==> src/rtl/sorted_unique_set_table_defines.svh <==
`ifndef SORTED_UNIQUE_SET_TABLE_DEFINES_SVH
`define SORTED_UNIQUE_SET_TABLE_DEFINES_SVH

// Check cons in the same cycle as ante.
`define SUST_ASSERT_IMPLY(label, ante, cons, msg) \
    label: assert property (@(posedge i_clk) disable iff (!i_rst_n) (ante) |-> (cons)) \
        else $error(msg);

// Check cons in the cycle after ante.
`define SUST_ASSERT_NEXT(label, ante, cons, msg) \
    label: assert property (@(posedge i_clk) disable iff (!i_rst_n) (ante) |=> (cons)) \
        else $error(msg);

`endif

==> src/rtl/sust_pkg.sv <==
package sust_pkg;

    localparam int VALUE_W     = 32;
    localparam int COUNT_OUT_W = 7;

    localparam logic [1:0] CMD_INSERT = 2'd0;
    localparam logic [1:0] CMD_ERASE  = 2'd1;
    localparam logic [1:0] CMD_QUERY  = 2'd2;
    localparam logic [1:0] CMD_CLEAR  = 2'd3;

    localparam logic [1:0] ST_DONE     = 2'd0;
    localparam logic [1:0] ST_NOCHANGE = 2'd1;
    localparam logic [1:0] ST_FULL     = 2'd2;

    typedef struct packed {
        logic [1:0]                cmd;
        logic signed [VALUE_W-1:0] value;
    } t_in_word;

    typedef struct packed {
        logic [1:0]                status;
        logic                      found;
        logic [COUNT_OUT_W-1:0]    entry_count;
        logic                      is_empty;
        logic signed [VALUE_W-1:0] smallest;
        logic signed [VALUE_W-1:0] largest;
    } t_out_word;

endpackage

==> src/rtl/sust_mem.sv <==
module sust_mem #(
    parameter int DEPTH = 64,
    parameter int AW    = 6
) (
    input  logic                          i_clk,
    input  logic                          i_wr_en,
    input  logic [AW-1:0]                 i_wr_addr,
    input  logic [sust_pkg::VALUE_W-1:0]  i_wr_data,
    input  logic [AW-1:0]                 i_rd_addr,
    output logic [sust_pkg::VALUE_W-1:0]  o_rd_data
);

    logic [sust_pkg::VALUE_W-1:0] r_mem [DEPTH];
    logic [sust_pkg::VALUE_W-1:0] r_rd_data;

    always_ff @(posedge i_clk) begin
        if (i_wr_en) begin
            r_mem[i_wr_addr] <= i_wr_data;
        end
        r_rd_data <= r_mem[i_rd_addr];
    end

    assign o_rd_data = r_rd_data;

endmodule

==> src/rtl/sorted_unique_set_table.sv <==
// Channel   Ports                      Handshake
// command   i_start, o_busy, i_cmd     taken when i_start && !o_busy
// result    o_valid, o_rsp             one word per command, o_valid for one cycle
//
// A query or a command that changes nothing runs only the binary search; a change also
// shifts the moved entries and refreshes the minimum and maximum (binary search, entry
// shift and min/max refresh all share the one read port).
// Clear goes straight to the response. Reset empties the table at once; no clearing pass.
// Results cannot be held off; the next command is taken the cycle after o_valid.
module sorted_unique_set_table #(
    parameter int CAPACITY = 64
) (
    input  logic                 i_clk,
    input  logic                 i_rst_n,
    input  logic                 i_start,
    output logic                 o_busy,
    input  sust_pkg::t_in_word   i_cmd,
    output logic                 o_valid,
    output sust_pkg::t_out_word  o_rsp
);

`include "sorted_unique_set_table_defines.svh"

    localparam int IW = (CAPACITY > 1) ? $clog2(CAPACITY) : 1;
    localparam int CW = $clog2(CAPACITY + 1);
    localparam int VW = sust_pkg::VALUE_W;
    localparam logic [CW-1:0] CAP_CNT = CW'(CAPACITY);
    localparam int COUNT_PAD = sust_pkg::COUNT_OUT_W;

    localparam logic [3:0] S_IDLE   = 4'd0;
    localparam logic [3:0] S_SEARCH = 4'd1;
    localparam logic [3:0] S_CMP    = 4'd2;
    localparam logic [3:0] S_CHECK  = 4'd3;
    localparam logic [3:0] S_SHIFT  = 4'd4;
    localparam logic [3:0] S_PLACE  = 4'd5;
    localparam logic [3:0] S_MINRD  = 4'd6;
    localparam logic [3:0] S_MAXRD  = 4'd7;
    localparam logic [3:0] S_MAXCAP = 4'd8;
    localparam logic [3:0] S_RESP   = 4'd9;

    logic [3:0]           r_state;
    logic [1:0]           r_cmd;
    logic signed [VW-1:0] r_value;
    logic [CW-1:0]        r_count;
    logic [CW-1:0]        r_lo;
    logic [CW-1:0]        r_hi;
    logic [IW-1:0]        r_mid;
    logic [CW-1:0]        r_ptr;
    logic [CW-1:0]        r_last;
    logic [IW-1:0]        r_wr;
    logic                 r_issue;
    logic                 r_pend;
    logic [1:0]           r_status;
    logic                 r_found;
    logic signed [VW-1:0] r_min;
    logic signed [VW-1:0] r_max;

    logic [CW:0]          mid_sum;
    logic [CW-1:0]        mid_full;
    logic [CW-1:0]        mid_inc;
    logic [CW-1:0]        ptr_inc;
    logic [CW-1:0]        ptr_dec;
    logic [CW-1:0]        lo_inc;
    logic [CW-1:0]        cnt_dec;
    logic [CW+COUNT_PAD-1:0] count_ext;
    logic                 hit;
    logic                 is_ins;

    logic                 mem_wr_en;
    logic [IW-1:0]        mem_wr_addr;
    logic [VW-1:0]        mem_wr_data;
    logic [IW-1:0]        mem_rd_addr;
    logic [VW-1:0]        mem_rd_data;

    assign mid_sum  = {1'b0, r_lo} + {1'b0, r_hi};
    assign mid_full = mid_sum[CW:1];
    assign mid_inc  = CW'({1'b0, r_mid}) + CW'(1);
    assign ptr_inc  = r_ptr + CW'(1);
    assign ptr_dec  = r_ptr - CW'(1);
    assign lo_inc   = r_lo + CW'(1);
    assign cnt_dec  = r_count - CW'(1);
    assign is_ins   = (r_cmd == sust_pkg::CMD_INSERT);
    assign hit      = (r_lo < r_count) && ($signed(mem_rd_data) == r_value);

    sust_mem #(
        .DEPTH (CAPACITY),
        .AW    (IW)
    ) u_mem (
        .i_clk     (i_clk),
        .i_wr_en   (mem_wr_en),
        .i_wr_addr (mem_wr_addr),
        .i_wr_data (mem_wr_data),
        .i_rd_addr (mem_rd_addr),
        .o_rd_data (mem_rd_data)
    );

    always_comb begin
        mem_wr_en   = 1'b0;
        mem_wr_addr = r_wr;
        mem_wr_data = mem_rd_data;
        mem_rd_addr = '0;
        unique case (r_state)
            S_SEARCH: begin
                mem_rd_addr = (r_lo != r_hi) ? mid_full[IW-1:0] : r_lo[IW-1:0];
            end
            S_SHIFT: begin
                mem_wr_en   = r_pend;
                mem_rd_addr = r_ptr[IW-1:0];
            end
            S_PLACE: begin
                mem_wr_en   = 1'b1;
                mem_wr_addr = r_lo[IW-1:0];
                mem_wr_data = r_value;
            end
            S_MAXRD: begin
                mem_rd_addr = cnt_dec[IW-1:0];
            end
            default: begin
                mem_rd_addr = '0;
            end
        endcase
    end

    always_ff @(posedge i_clk) begin
        if (!i_rst_n) begin
            r_state <= S_IDLE;
            r_count <= '0;
            r_issue <= 1'b0;
            r_pend  <= 1'b0;
        end else begin
            unique case (r_state)
                S_IDLE: begin
                    if (i_start) begin
                        r_cmd    <= i_cmd.cmd;
                        r_value  <= i_cmd.value;
                        r_lo     <= '0;
                        r_hi     <= r_count;
                        r_status <= sust_pkg::ST_DONE;
                        r_found  <= 1'b0;
                        if (i_cmd.cmd == sust_pkg::CMD_CLEAR) begin
                            r_count <= '0;
                            r_state <= S_RESP;
                        end else begin
                            r_state <= S_SEARCH;
                        end
                    end
                end
                S_SEARCH: begin
                    if (r_lo != r_hi) begin
                        r_mid   <= mid_full[IW-1:0];
                        r_state <= S_CMP;
                    end else begin
                        r_state <= S_CHECK;
                    end
                end
                S_CMP: begin
                    if ($signed(mem_rd_data) < r_value) begin
                        r_lo <= mid_inc;
                    end else begin
                        r_hi <= CW'({1'b0, r_mid});
                    end
                    r_state <= S_SEARCH;
                end
                S_CHECK: begin
                    r_found <= hit;
                    r_pend  <= 1'b0;
                    r_state <= S_RESP;
                    case (r_cmd)
                        sust_pkg::CMD_INSERT: begin
                            if (hit) begin
                                r_status <= sust_pkg::ST_NOCHANGE;
                            end else if (r_count == CAP_CNT) begin
                                r_status <= sust_pkg::ST_FULL;
                            end else begin
                                r_ptr   <= cnt_dec;
                                r_last  <= r_lo;
                                r_issue <= (r_lo != r_count);
                                r_state <= S_SHIFT;
                            end
                        end
                        sust_pkg::CMD_ERASE: begin
                            if (!hit) begin
                                r_status <= sust_pkg::ST_NOCHANGE;
                            end else begin
                                r_ptr   <= lo_inc;
                                r_last  <= cnt_dec;
                                r_issue <= (lo_inc != r_count);
                                r_state <= S_SHIFT;
                            end
                        end
                        default: begin
                            r_state <= S_RESP;
                        end
                    endcase
                end
                S_SHIFT: begin
                    if (r_issue) begin
                        r_pend  <= 1'b1;
                        r_wr    <= is_ins ? ptr_inc[IW-1:0] : ptr_dec[IW-1:0];
                        r_ptr   <= is_ins ? ptr_dec : ptr_inc;
                        r_issue <= (r_ptr != r_last);
                    end else begin
                        r_pend <= 1'b0;
                    end
                    if (!r_issue && !r_pend) begin
                        if (is_ins) begin
                            r_state <= S_PLACE;
                        end else begin
                            r_count <= cnt_dec;
                            r_state <= S_MINRD;
                        end
                    end
                end
                S_PLACE: begin
                    r_count <= r_count + CW'(1);
                    r_state <= S_MINRD;
                end
                S_MINRD: begin
                    r_state <= (r_count == '0) ? S_RESP : S_MAXRD;
                end
                S_MAXRD: begin
                    r_min   <= mem_rd_data;
                    r_state <= S_MAXCAP;
                end
                S_MAXCAP: begin
                    r_max   <= mem_rd_data;
                    r_state <= S_RESP;
                end
                S_RESP: begin
                    r_state <= S_IDLE;
                end
                default: begin
                    r_state <= S_IDLE;
                end
            endcase
        end
    end

    assign count_ext = {{COUNT_PAD{1'b0}}, r_count};

    assign o_busy              = (r_state != S_IDLE);
    assign o_valid             = (r_state == S_RESP);
    assign o_rsp.status        = r_status;
    assign o_rsp.found         = r_found;
    assign o_rsp.entry_count   = count_ext[COUNT_PAD-1:0];
    assign o_rsp.is_empty      = (r_count == '0);
    assign o_rsp.smallest      = (r_count == '0) ? '0 : r_min;
    assign o_rsp.largest       = (r_count == '0) ? '0 : r_max;

    `SUST_ASSERT_IMPLY(a_count_cap, 1'b1, r_count <= CAP_CNT, "count above capacity")
    `SUST_ASSERT_NEXT(a_accept_busy, i_start && !o_busy, o_busy, "accepted command not busy")
    `SUST_ASSERT_IMPLY(a_full_status, o_valid && (o_rsp.status == sust_pkg::ST_FULL),
        r_count == CAP_CNT, "full status with free space")
    `SUST_ASSERT_IMPLY(a_write_state, mem_wr_en, (r_state == S_SHIFT) || (r_state == S_PLACE),
        "memory write outside shift or place")
    `SUST_ASSERT_NEXT(a_shift_place, (r_state == S_PLACE), r_count != '0,
        "insert left table empty")

endmodule
==> config.mk <==
export PLATFORM = sky130hd
export DESIGN_NAME = sorted_unique_set_table
export DESIGN_NICKNAME = d
export VERILOG_FILES = /design/src/rtl/sust_pkg.sv /design/src/rtl/sust_mem.sv /design/src/rtl/sorted_unique_set_table.sv
export VERILOG_INCLUDE_DIRS = /design/src /design/src/rtl
export SDC_FILE = /design/constraint.sdc
export NUM_CORES = 2
export LEC_CHECK = 0
export BUFFER_PORTS_ARGS = -buffer_cell sky130_fd_sc_hd__buf_2
export CAP_MARGIN = 20
export CORE_MARGIN = 10
export CORE_UTILIZATION = 35
export DETAILED_ROUTE_END_ITERATION = 10
export GPL_TIMING_DRIVEN = 0
export SYNTH_ARGS = -nofsm -noshare
export SYNTH_HDL_FRONTEND = slang
export SYNTH_HIERARCHICAL = 1
export SYNTH_SLANG_ARGS = --single-unit
==> constraint.sdc <==
create_clock -name i_clk -period 5.7 [get_ports i_clk]
set_input_delay 0.57 -clock i_clk [delete_from_list [all_inputs] [get_ports i_clk]]
set_output_delay 0.57 -clock i_clk [all_outputs]
set_load 0.01 [all_outputs]
* After elaboration in Yosys (flattened, before gate mapping)
Memory sizes are Yosys's and may differ from the RTL's. A register that Yosys moved wholly into a read port is not among the register bits.
Cells that the tools add are included.
** Word-level totals
- Logic and storage cells :: 145
- Output and inout bits :: 77
- Memory bits (writable) :: 2048
- Register bits :: 154
- Input port bits :: 37
- Memories :: 1
** Cells by class
- Reduce and logical (&&, ||, !) cells :: 27
- Order comparisons :: 2
- Eq/ne operators :: 33
- Add/subtract/negate cells :: 7
- Multiplexer cells :: 59
** Memories
- u_mem.r_mem :: depth 64, bits a word 32, rd ports 1, clocked after memory_dff 1, write ports 1, RTL line sust_mem.sv:13 : logic [sust_pkg::VALUE_W-1:0] r_mem [DEPTH];
** Operators with widths (count)
- $mux 7 :: 16
- $mux 32 :: 3
- $pmux 7 s2 :: 5
- $pmux 4 s9 :: 1
- $eq 32x32->1 :: 1
- $lt 32x32->1 :: 1
- $mux 4 :: 7
- $ne 7x7->1 :: 4
- $add 7x1->7 const B :: 3
- $pmux 7 s3 :: 1
- $ne 2x2->1 const B :: 10
- $mux 6 :: 3
- $pmux 6 s3 :: 1
- $eq 4x3->1 const B :: 4
- $ne 3x3->1 const B :: 5
- $sub 7x1->7 const B :: 2
- $reduce_and 3->1 :: 4
- $reduce_and 6->1 :: 2
- $mux 2 :: 5
- $pmux 1 s2 :: 5
- $reduce_and 5->1 :: 2
- $mux 1 :: 9
- $eq 4x2->1 const B :: 2
- $eq 4x4->1 const B :: 2
- 21 further kinds :: 30

* Depth between registers and ports, before layout
- Word-level depth :: 5
- Depth in mapped cells :: 16

* Hierarchy
Netlist, hierarchy kept.
** Modules (own cells, without submodules)
- sust_mem :: cells an instance 3323, times used 1, sequential area each 62139.6 sq um, area each 78499.0 sq um
- sorted_unique_set_table :: cells an instance 817, times used 1, sequential area each 4494.3 sq um, area each 8545.7 sq um

* Worst setup path after synthesis
Ideal clock, no wire load.
- Path kind :: register -> register
- From :: register r_state[0]
- To :: memory u_mem/r_mem[32][0] in the netlist's numbering, enable pin
- Setup slack :: 1.176 ns
- Buffers on the path :: 4
- Setup time :: 0.461 ns
- Stages on the path, launching flop included :: 11
- Arrival :: 4.063 ns
- Path through :: dfxtp_1 buf_2 and2b_1 nand2_1 clkbuf_1 clkbuf_1 nand2_1 nand2_1 clkbuf_1 nand4b_1 nor3_1
** Between the ends
- Elaborated cells on any way between the ends :: 6
- Those cells by class :: eq/ne: 2; mux: 4
** RTL lines
- from (decl) :: RTL line sorted_unique_set_table.sv:41 : logic [3:0] r_state;
- from (signal assigned) :: RTL line sorted_unique_set_table.sv:219 : r_state <= (r_count == '0) ? S_RESP : S_MAXRD;
- $eq 4x3->1 :: RTL line sorted_unique_set_table.sv:102 : unique case (r_state)
- $mux 6 :: RTL line sorted_unique_set_table.sv:102
- via mem_wr_addr[5] :: RTL line sorted_unique_set_table.sv:70 : logic [IW-1:0] mem_wr_addr;
- to (decl) :: RTL line sust_mem.sv:13
The timed path passes the listed nets, and every way through them passes these cells.

* Worst setup path after layout
- From :: register r_lo[0]
- To :: register u_mem.r_rd_data, in the netlist u_mem/o_rd_data[6] (read register of u_mem.r_mem)
** Between the ends
- Cells in the longest elaborated chain, start to end :: 3
- Elaborated cells on any way between the ends :: 4
- Those cells by class :: add/sub: 1; eq/ne: 1; mux: 2
** Ends and longest elaborated chain
- from (decl) :: RTL line sorted_unique_set_table.sv:45 : logic [CW-1:0] r_lo;
- from (signal assigned) :: RTL line sorted_unique_set_table.sv:158 : r_lo <= mid_inc;
- $add 7x7->7 / $ne 7x7->1 (equally long branches) :: RTL line sorted_unique_set_table.sv:75, sorted_unique_set_table.sv:104
- $mux 6 * :: RTL line sorted_unique_set_table.sv:104 : mem_rd_addr = (r_lo != r_hi) ? mid_full[IW-1:0] : r_lo[IW-1:0];
- $pmux 6 s3 * :: RTL line sorted_unique_set_table.sv:102
- via mem_rd_addr[5] :: RTL line sorted_unique_set_table.sv:72 : logic [IW-1:0] mem_rd_addr;
- to (decl) :: RTL line sust_mem.sv:14 : logic [sust_pkg::VALUE_W-1:0] r_rd_data;
The timed path passes the listed nets; every way through them passes the cells marked *.
A chain may end at the register's enable or synchronous reset.

==> run metrics <==
sequential share of the synthesized area=76.6%; data required time of the critical path=6.37 ns; CTS tree=built; Final Util=41.4%; violated checks=setup timing; Cells after Synth=4140; Primary FF master, synth=edfxtp_1; Initial Utilization=35.1%; most frequent cells in the layout=edfxtp_1, mux4_2, clkbuf_16, buf_2, clkbuf_1; Async SR Flop Fraction=0%; fin cells=8160; hold path startpoint=i_rst_n; Filler cells=21400; worst slew pin tran=1.13 ns; # port buffers=113; Yosys cell types=69; TritonCTS Buffers=211; post-route setup slack=-0.0862 ns; Max Buffers Root-to-Sink=3; largest net degree at the start of global routing=44; total gr overflow=0; Total Power=45.9 mW; Final TNS setup=-0.0862 ns; drt drc=0; final non-filler cell area=0.103 mm2; Max transition margin=24.5%; critical path endpoint category=register; Leak=31.6 nW; worst flop-to-flop path startpoint=r_lo[0]; kind of critical path=reg -> reg; met2 Track Usage GR=30.1%; syn_area_per_cell=21.0 um2; period utilization=102%; met1 usage=26.5%; Placer Congestion=0.939; hold_ws=0.150 ns; latest clock arrival within the worst-skew pair=0.86 ns; Post-CTS Setup Inserts=0; CP startpoint=r_lo[0]; first-pass GRT wire length=368000 um; Initial DRC Count=6959; # setup viols final=1; nets@finish=4734; die height=519 um; hpwl dp=183000 um; #FFs+latches synth=2234; ratio of cells with drive above 1 in the final layout=28.4%; commonest non-fill, non-tap cell in the layout=edfxtp_1; clock sink count=2234; VDD IR-drop max=0.290 mV; CP Launch Type=register; worst-path fanout max=10; final hold violations=0; DR pass1 iterations=6; met3 GRT Util=4.83%; Net Count, Synth=4229; full die area=0.269 mm2; Most Crowded Layer GR=met2; Row Count=183; vias=46400; crit path time final=5.79 ns; Ys Warns=6; floorplan core area=0.248 mm2; CP arrival=6.46 ns; f_max=173 MHz; placed cell count=7727; worst min path class=in -> reg; Post-Route WL=270000 um; Mapped Area=0.0870 mm2; H-Tree Depth=4; Fin Clk Skew=0.0479 ns; vias in the first global route=44900; die width=519 um; Slew Viols, Final=0; drt wl/cell=33.0 um; Pwr Density=447 mW/mm2; CTS root buf=clkbuf_16; All-Layer GR Usage=19.4%; antenna violations before repair=11; Ports=114; dpl ws=-0.531 ns; post-placement cell area=0.0955 mm2; vias per cell=5.68; CTS clk-pin slew, worst paths=0.07 ns; max_cap viols=0; Post-synth EDFFs=2189; Routed Antenna Nets=0; status=finished with violations; Area Overhead vs Synth=17.9%
## logic make-up (layout without fill, tap and decap cells)
family	Yosys count	count (layout)	synth area share [%]
AO/OA/AOI/OAI	361	361	2.61
XOR/XNOR	44	44	0.443
adder cells (fa/ha/maj)	52	52	0.756
buffers and inverters	275	958	1.45
flip-flops	2234	2234	76.6
multiplexers	645	645	15.2
other	0	7	0
AND/OR/NAND/NOR	529	529	2.95
## per-layer routing
metal  part of all wire (%)  vias up
met1                     39    24900
met3                     11      452
met4                    4.3        2
li1                       -    18200
met5                 0.0052        -
met2                     46     2824
## where the power goes
part           switching, mW  leakage, nW  internal [mW]
logic                   7.99         8.42           3.69
registers              0.270         20.0           20.6
clock network           6.15         3.19           7.27
total                   14.4         31.6           31.5
## critical path: stages (launching register included)
cell and delay (ns):
edfxtp_1 0.51, ha_1 0.28, fa_1 0.41, a21o_1 0.17
a21oi_1 0.25, o21ai_0 0.22, a31oi_1 0.25, o221ai_2 0.26
clkbuf_1 0.32, nand2_1 0.44, clkdlybuf4s15_1 0.79, o221ai_1 0.44
a21oi_1 0.59, a21oi_1 0.08, nor2_1 0.56
## timing repair
action	in CTS	in global routing
resized for setup	35	43
pin swaps	0	0
endpoints found under the hold margin	34	0
endpoints found under the setup margin	26	27
hold buffers	34	0
## synth_stat cells (12+ instances only)
master       n  area (um2)
a21oi_1    101         505
a22oi_1     17         128
and2b_1     13        97.6
buf_1       24        90.1
buf_2       70         350
buf_4       20         150
clkbuf_1   102         383
dfxtp_1     45         901
edfxtp_1  2189       65700
ha_1        51         638
inv_1       49         184
mux2i_1    101        1010
mux4_2     544       12300
nand2_1    123         462
nand2b_1    14        87.6
nand3_1     30         150
nand4_1     12        75.1
nor2_1     188         706
nor2b_1     73         457
nor3_1      21         105
o21ai_0     69         345
o221ai_1    33         289
o22ai_1     87         544
xnor2_1     27         236
xor2_1      17         149
## cell type report
class / instances / area (um2) / area share, %
clock buffers: 266 / 5540 / 5.40
inverters: 49 / 184 / 0.179
multi-input cells: 1631 / 20200 / 19.6
well taps: 3330 / 4170 / 4.06
diodes: 7 / 17.5 / 0.0171
repair buffers: 296 / 3850 / 3.75
clock inverters: 125 / 976 / 0.951
plain buffers: 222 / 1130 / 1.10
flip-flops and latches: 2234 / 66600 / 64.9
## state kept, by name (all words and copies together) (netlist names), 7 cells and up
name             cells
r_ptr                7
r_value             32
u_mem/o_rd_data     32
r_last               7
r_count              7
r_max               32
r_lo                 7
u_mem/r_mem       2048
r_hi                 7
r_min               32
## path summary, 6_finish.rpt
path	endpoint	slack, ns	cells past startpoint
setup / recovery	u_mem/o_rd_data[6]	-0.09	14
hold / removal	r_issue	0.15	3
setup reg to reg	u_mem/o_rd_data[6]	-0.09	14
hold reg to reg	r_pend	0.50	2
Note: power is estimated with default switching activity, not from simulation.
